<file path="src/sv/spsc_pkg.sv">
// Shared types and constants for the segmented prime sieve counter.
package spsc_pkg;

    localparam int unsigned VAL_W   = 16;  // width of a range bound
    localparam int unsigned ADDR_W  = 17;  // walking address, one bit of headroom
    localparam int unsigned PRIME_W = 9;   // sieving prime, reaches 256 at the end
    localparam int unsigned COUNT_W = 13;  // prime count

    typedef enum logic [3:0] {
        ST_IDLE,
        ST_START,
        ST_CLEAR,
        ST_PTEST,
        ST_PCHK,
        ST_STRIKE,
        ST_SCAN,
        ST_TAIL,
        ST_DONE
    } state_t;

    // Controller to datapath.
    typedef struct packed {
        logic load;
        logic clear_wr;
        logic ptest_rd;
        logic next_p;
        logic strike_start;
        logic strike_wr;
        logic scan_start;
        logic scan_rd;
        logic emit;
    } cmd_t;

    // Datapath to controller.
    typedef struct packed {
        logic empty;
        logic clear_last;
        logic p_done;
        logic is_prime;
        logic strike_last;
        logic scan_last;
        logic out_free;
    } stat_t;

endpackage

</file>
<file path="src/sv/spsc_ctrl.sv">
// Sequencer for one query: clear, sieve, scan, deliver.
module spsc_ctrl
    import spsc_pkg::*;
(
    input  logic   aclk,
    input  logic   aresetn,
    input  logic   in_valid,
    output logic   in_ready,
    input  stat_t  stat,
    output cmd_t   cmd
);

    state_t state_reg;
    state_t state_next;

    always_ff @(posedge aclk) begin
        if (!aresetn) begin
            state_reg <= ST_IDLE;
        end else begin
            state_reg <= state_next;
        end
    end

    // next state
    always_comb begin
        state_next = state_reg;
        case (state_reg)
            ST_IDLE: begin
                if (in_valid) state_next = ST_START;
            end
            ST_START: begin
                state_next = stat.empty ? ST_DONE : ST_CLEAR;
            end
            ST_CLEAR: begin
                if (stat.clear_last) state_next = ST_PTEST;
            end
            ST_PTEST: begin
                state_next = stat.p_done ? ST_SCAN : ST_PCHK;
            end
            ST_PCHK: begin
                state_next = stat.is_prime ? ST_STRIKE : ST_PTEST;
            end
            ST_STRIKE: begin
                if (stat.strike_last) state_next = ST_PTEST;
            end
            ST_SCAN: begin
                if (stat.scan_last) state_next = ST_TAIL;
            end
            ST_TAIL: begin
                state_next = ST_DONE;
            end
            ST_DONE: begin
                if (stat.out_free) state_next = ST_IDLE;
            end
            default: begin
                state_next = ST_IDLE;
            end
        endcase
    end

    // outputs
    always_comb begin
        cmd      = '0;
        in_ready = 1'b0;
        case (state_reg)
            ST_IDLE: begin
                in_ready = 1'b1;
                cmd.load = in_valid;
            end
            ST_CLEAR: begin
                cmd.clear_wr = 1'b1;
            end
            ST_PTEST: begin
                cmd.scan_start = stat.p_done;
                cmd.ptest_rd   = !stat.p_done;
            end
            ST_PCHK: begin
                cmd.strike_start = stat.is_prime;
                cmd.next_p       = !stat.is_prime;
            end
            ST_STRIKE: begin
                cmd.strike_wr = 1'b1;
                cmd.next_p    = stat.strike_last;
            end
            ST_SCAN: begin
                cmd.scan_rd = 1'b1;
            end
            ST_DONE: begin
                cmd.emit = stat.out_free;
            end
            default: begin
                cmd = '0;
            end
        endcase
    end

    a_emit_only_done: assert property (@(posedge aclk) disable iff (!aresetn)
        cmd.emit |=> state_reg == ST_IDLE)
        else $error("emit did not return to idle");

    a_strike_after_check: assert property (@(posedge aclk) disable iff (!aresetn)
        (state_reg == ST_STRIKE && $past(state_reg) != ST_STRIKE) |->
            $past(state_reg) == ST_PCHK && $past(stat.is_prime))
        else $error("strike entered without a prime");

endmodule

</file>
<file path="config.mk">
export PLATFORM = sky130hd
export DESIGN_NAME = spsc_ctrl
export DESIGN_NICKNAME = d
export VERILOG_FILES = /design/src/sv/spsc_pkg.sv /design/src/sv/spsc_ctrl.sv
export SDC_FILE = /design/constraint.sdc
export NUM_CORES = 1
export LEC_CHECK = 0
export BUFFER_PORTS_ARGS = -buffer_cell sky130_fd_sc_hd__buf_2
export CAP_MARGIN = 30
export CORE_AREA = 2 2 39 41
export CTS_CLUSTER_SIZE = 20
export DETAILED_ROUTE_END_ITERATION = 10
export DIE_AREA = 0 0 41 43
export GPL_TIMING_DRIVEN = 0
export SLEW_MARGIN = 20
export SYNTH_ARGS = -nofsm -noshare
export SYNTH_HDL_FRONTEND = slang
export SYNTH_SLANG_ARGS = --single-unit
</file>
<file path="constraint.sdc">
create_clock -name aclk -period 2.7 [get_ports aclk]
set_input_delay 0.81 -clock aclk [delete_from_list [all_inputs] [get_ports aclk]]
set_output_delay 0.81 -clock aclk [all_outputs]
set_load 0.02 [all_outputs]
</file>
# Yosys cells after proc, flatten, opt, wreduce, memory -nomap -nowiden
# Cells that the tools add are included.
# totals
reg_bits	4
elab_cells	37
input_bits	10
out_inout_bits	10
# op_classes
n_reduce_logical	4
n_eq_ne	13
n_mux	19
# op_table
cell	n
$pmux 4 s9	1
$mux 4	6
$eq 4x3->1 const B	4
$ne 2x2->1 const B	5
$mux 1	9
$eq 4x2->1 const B	2
$reduce_and 5->1	1
$eq 4x1->1 const B	1
$eq 4x4->1 const B	1
$logic_not 4->1	1
$mux 3	1
$logic_not 1->1	2
$mux 2	1
$pmux 1 s2	1

# Longest topological paths before layout
# Gate-level depths: netlist of the first run.
# depth
ltp_word	3
ltp_mapped	5
mapped_depth_nobuf	4

# Worst setup path after synthesis of the first run
# OpenSTA, ideal clock, no wires.
# synth_path
path_kind	input to output
start	in stat[3] (netlist bit)
end	out cmd[5] (netlist bit)
t_required_ns	1.890
arrival_ns	2.032
cell_stages	2
slack_ns	-0.142
n_path_buf	0
cell_sequence	nor2b_1 -> a2111oi_0
# synth_rtl
item	line	source
from (decl)	spsc_ctrl.sv:9	input stat_t stat,
to (decl)	spsc_ctrl.sv:10	output cmd_t cmd

==> results of run 1 <==
## worst paths after layout
check / from / endpoint / slack [ps] / depth (start not counted)
max reg2reg: state_reg[2] / state_reg[0] / 1240 / 5
max: stat[3] / cmd[5] / 290 / 4
min reg2reg: state_reg[2] / state_reg[2] / 610 / 3
min: state_reg[2] / state_reg[2] / 610 / 3
## kinds of logic (layout without fill, tap and decap cells)
logic type | Yosys count | after routing | share of synthesized area, %
DFF | 4 | 4 | 20.4
AOI/OAI and AO/OA | 11 | 11 | 18.5
and+or+nand+nor | 29 | 29 | 43.6
muxes | 3 | 3 | 7.96
buffers and inverters | 7 | 29 | 9.55
## worst register-to-register path: stages (launching register included)
cell and delay (ps):
dfxtp_1 330, buf_6 140, mux2_1 320, o32a_1 290, o21a_2 140, mux2i_1 130
## through the flow
step	instances	util (%)
finish	92	38.4
global route	92	38.4
CTS	92	38.4
detailed placement	89	36.8
global placement	89	36.8
floorplan	54	-
## power by group through the flow
stage	Combinational, uW	Clock [uW]	Sequential [uW]
floorplan	130	0	76.6
global placement	168	0	79.4
detailed placement	169	0	79.5
CTS	170	77.1	78.6
global route	187	84.7	79.4
finish	168	74.8	78.4
## synthesized netlist by cell type
| cell type | n |
|---|---|
| nor4b_1 | 2 |
| nand2b_1 | 2 |
| o32ai_1 | 1 |
| a31oi_1 | 1 |
| and4_1 | 1 |
| nand2b_2 | 1 |
| nor4bb_1 | 1 |
| buf_6 | 1 |
| nor2_1 | 7 |
| buf_2 | 3 |
| and3b_1 | 1 |
| dfxtp_1 | 4 |
| a2111oi_0 | 1 |
| nor3_1 | 2 |
| mux2i_1 | 2 |
| inv_1 | 3 |
| nor4_1 | 1 |
| nor3b_1 | 1 |
| and2_1 | 2 |
| o21ai_0 | 2 |
| or4_4 | 1 |
| nand2_1 | 5 |
| o21a_2 | 1 |
| a21oi_1 | 4 |
| o32a_1 | 1 |
| nor2b_1 | 2 |
| mux2_1 | 1 |
## final cells by class
class / instances / area [sq um]
repair buffers: 19 / 95.1
flip-flops and latches: 4 / 80.1
plain buffers: 4 / 26.3
inverters: 3 / 11.3
well taps: 16 / 20.0
clock buffers: 3 / 22.5
multi-input cells: 43 / 277
fillers: 157 / 852
## layer usage
layer / up-vias / wire, microns
li1: 241 / -
met1: 188 / 441
met2: 13 / 437
met3: 2 / 42
met4: 0 / 17
met5: - / 0
==> run_results.csv, run 1 <==
group,metric,value,unit
yosys,synth_top_area_share,20.4,%
grt,antenna_found_initial,0,
yosys,synth.area.top_cells,"dfxtp_1 20%, nor2_1 6.7%, a21oi_1 5.1%, mux2i_1 5.1%, nand2_1 4.8%",
power_and_ir_drop,ir_worst_vdd,0.159,mV
grt,grt_pass1_vias,378,
timing,report.final.slew_viol_count,0,
worst_setup_path,critical-path-top-delay-family,"buffers and inverters",
timing,whs,608,ps
clock_tree,insertion_delay,240,ps
die,die_x,41,microns
clock_tree,ctsHoldBuffers,0,
grt,met1_usage,15.3,%
worst_setup_path,path_cells,"buf_2 -> nor2b_1 -> a2111oi_1 -> buf_2",
place,gp_routability_congestion,0.797,
timing,post-route-min-period,2410,ps
layout,layout-drive-gt1-share,38.2,%
yosys,syn_nets,64,
grt,grt_pass1_wl,1510,microns
grt,grt.met3_usage,4.71,%
worst_setup_path,crit_top_cell,"buf_2",
clock_tree,postCtsSetupBuffers,0,
worst_setup_path,slowest_stage,"a2111oi_1",
outcome,status,"complete, no violations",
layout,largest_reg_flops,4,
routing,detail_route.first_pass.iterations,3,
power_and_ir_drop,power.total,322,uW
clock_tree,cts.sinks,4,
worst_setup_path,crit_fanout,3,
routing,ant_nets,0,
worst_setup_path,critPathKind,"in2out",
die,die_area,1760,sq um
timing,finClkSkew,1.64,ps
power_and_ir_drop,pwr-share-clk,23.3,%
layout,area_growth,35.4,%
routing,wl_per_cell,10.2,microns
yosys,syn_avg_cell_area,7.28,sq um
min_path,hold_path.class,"reg2reg",
flow_run,drv_cap,0,
timing,worst_pin_slew,307,ps
grt,use_met2,18.1,%
clock_tree,post_cts_resized,0,
layout,mostFrequentLayoutCells,"22 x buf_2, 7 x nor2_1, 5 x nand2_1, 4 x a21oi_1, 4 x dfxtp_1",
timing,tns,0,ps
layout,final_area,532,sq um
routing,viasPerCell,4.83,
routing,via_count,444,
timing,rsz0062_at_grt,"false",
timing,period_share,89.1,%
worst_setup_path,critPathBufInv,2,
yosys,synth_seq_cells,4,
worst_setup_path,crit_path_start_kind,"primary input",
clock_tree,numCtsBuffers,3,
power_and_ir_drop,pwr-share-seq,24.4,%
die,core,1380,sq um
die,die_y,43,microns
yosys,yosysSeqAreaShare,20.4,%
timing,relSlewSlack,79.5,%
yosys,synthesis.instances,54,
power_and_ir_drop,power_switching,126,uW
power_and_ir_drop,power.density,605,nW/um^2
grt,top_usage_layer,"met2",
grt,grt_overflow,0,
power_and_ir_drop,cellLeakagePower,0.000254,uW
power_and_ir_drop,p_int,196,uW
routing,drt_iter0_drc,4,
yosys,synthDistinctLibCells,27,
grt,grt_max_degree,11,
die,rows,14,
power_and_ir_drop,combinationalPowerShare,52.4,%
timing,finalWorstSetupSlack,294,ps
layout,nets,88,
place,portBuffers,19,
yosys,synth_area,393,sq um
clock_tree,cts_max_path_buffers,2,
yosys,yosysWarnings,0,
yosys,yosys.area.top_type,"dfxtp_1",
clock_tree,root_buffer,"clkbuf_4",
place,pre_cts_ws,290,ps
die,pin_count,20,
timing,hold_viol,0,
clock_tree,path_clk_slew,40,ps
clock_tree,cts_tree,"done",
routing,route.detailed.drc,0,
clock_tree,htreeDepth,1,
worst_setup_path,crit_arrival,1600,ps
layout,antenna_cells,0,
layout,final_common_cell,"buf_2",
place,dpl_cell_area,509,sq um
worst_setup_path,end_kind,"primary output",
die,start_util,28.4,%
worst_setup_path,critical-path-max-stage-delay,310,ps
power_and_ir_drop,netSwitchingFraction,39.1,%
timing,fmax,416,MHz
routing,routed_wl,939,microns
worst_setup_path,required,1890,ps
grt,grtUsageTotal,13.0,%
timing,final-setup-viol-count,0,
(Power assumes the default switching activity.)
==> inputs of run 2 (changes only) <==
- PLACE_DENSITY: default -> 0.64
==> run_results.csv, run 2 (synthesis gave the netlist of run 1 again) <==
group,metric,value,unit
worst_setup_path,reg2reg_to,"state_reg[0]",
power_and_ir_drop,ir_worst_vdd,0.171,mV
clock_tree,post_cts_resized,0,
grt,grt_pass1_vias,393,
worst_setup_path,crit_path_start_kind,"primary input",
min_path,whs_path_depth,3,
timing,finClkSkew,1.93,ps
timing,fmax,419,MHz
layout,num-fill-cells,167,
place,gp_routability_congestion,0.807,
timing,post-route-min-period,2390,ps
timing,whs,608,ps
min_path,min-delay-start,"state_reg[2]",
power_and_ir_drop,power.density,597,nW/um^2
worst_setup_path,required,1890,ps
routing,drt_iter0_drc,6,
die,start_util,28.4,%
worst_setup_path,crit_arrival,1580,ps
routing,ant_nets,0,
layout,antenna_cells,0,
worst_setup_path,critical-path-top-delay-family,"buffers and inverters",
die,core,1380,sq um
layout,area_growth,35.4,%
grt,grtUsageTotal,12.2,%
clock_tree,path_clk_slew,40,ps
die,rows,14,
power_and_ir_drop,power.total,318,uW
timing,hold_viol,0,
timing,final-setup-viol-count,0,
clock_tree,cts_tree,"done",
worst_setup_path,crit_top_cell,"buf_2",
routing,wl_per_cell,10.2,microns
place,portBuffers,19,
routing,via_count,458,
clock_tree,insertion_delay,230,ps
clock_tree,numCtsBuffers,3,
place,place_hpwl,748,microns
routing,routed_wl,938,microns
place,dpl_cell_area,509,sq um
worst_setup_path,critPathKind,"in2out",
layout,mostFrequentLayoutCells,"22 x buf_2, 7 x nor2_1, 5 x nand2_1, 4 x a21oi_1, 4 x dfxtp_1",
worst_setup_path,critical-path-max-stage-delay,300,ps
grt,grt_pass1_wl,1520,microns
layout,final_common_cell,"buf_2",
timing,report.final.slew_viol_count,0,
timing,tns,0,ps
layout,largest_reg_flops,4,
clock_tree,htreeDepth,1,
worst_setup_path,path_cells,"buf_2 -> nor2b_1 -> a2111oi_1 -> buf_2",
timing,rsz0062_at_grt,"false",
worst_setup_path,reg2reg_depth,5,
clock_tree,cts_max_path_buffers,2,
worst_setup_path,critPathBufInv,2,
die,die_x,41,microns
layout,final_area,532,sq um
clock_tree,root_buffer,"clkbuf_4",
worst_setup_path,slowest_stage,"a2111oi_1",
timing,relSlewSlack,80.4,%
routing,route.detailed.drc,0,
clock_tree,postCtsSetupBuffers,0,
min_path,hold_path.class,"reg2reg",
routing,detail_route.first_pass.iterations,4,
grt,grt_max_degree,11,
clock_tree,ctsHoldBuffers,0,
min_path,holdPathEnd,"state_reg[2]",
layout,nets,88,
die,die_y,43,microns
layout,utilization,38.4,%
worst_setup_path,crit_start,"stat[3]",
timing,worst_pin_slew,293,ps
worst_setup_path,reg2reg_slack,1230,ps
worst_setup_path,r2r_start,"state_reg[2]",
clock_tree,cts.sinks,4,
grt,grt_overflow,0,
worst_setup_path,crit_fanout,3,
routing,viasPerCell,4.98,
outcome,status,"complete, no violations",
flow_run,drv_cap,0,
layout,layout-drive-gt1-share,38.2,%
die,die_area,1760,sq um
power_and_ir_drop,cellLeakagePower,0.000254,uW
die,pin_count,20,
worst_setup_path,end_kind,"primary output",
timing,period_share,88.5,%
grt,antenna_found_initial,0,
-- run 2: cell counts in the layout (fill, tap and decap cells not counted) --
Identical to the previous run, type by type.
-- run 2: per-layer routing --
layer	wire, microns	track usage [%]
met5	0	0
met4	0	6.00
met3	42	1.57
met2	466	18.8
met1	429	16.0
-- run 2: how the worst max path moves through the flow --
stage / endpoint / slack [ps] / cells past startpoint
floorplan: cmd[5] / 120 / 2
global placement: cmd[5] / 310 / 4
finish: cmd[5] / 310 / 4
CTS: cmd[5] / 310 / 4
global route: cmd[5] / 270 / 4
detailed placement: cmd[5] / 310 / 4
-- run 2: power by group --
part	internal, uW	total (uW)	switching (uW)
registers	69.6	77.8	8.21
logic	76.7	169	92.5
clock network	49.5	70.7	21.2
-- run 2: worst register-to-register path: cells and delay by family, from the launching register on --
family                 cells  cell delay [ps]
AOI/OAI and AO/OA          2              430
buffers and inverters      1              140
DFF                        1              340
muxes                      2              440
-- run 2: cell type report --
cell class                 instances  area [sq um]  share of cell area, %
multi-input combinational         43           277                   52.0
timing repair buffer              19          95.1                   17.9
sequential                         4          80.1                   15.1
buffer                             4          26.3                   4.94
clock buffer                       3          22.5                   4.24
tap                               16          20.0                   3.76
inverter                           3          11.3                   2.12
-- run 2: per-stage QoR --
stage / setup slack (ps) / instances
floorplan: 119 / 54
global placement: 312 / 89
detailed placement: 310 / 89
CTS: 310 / 92
global route: 267 / 92
finish: 311 / 92
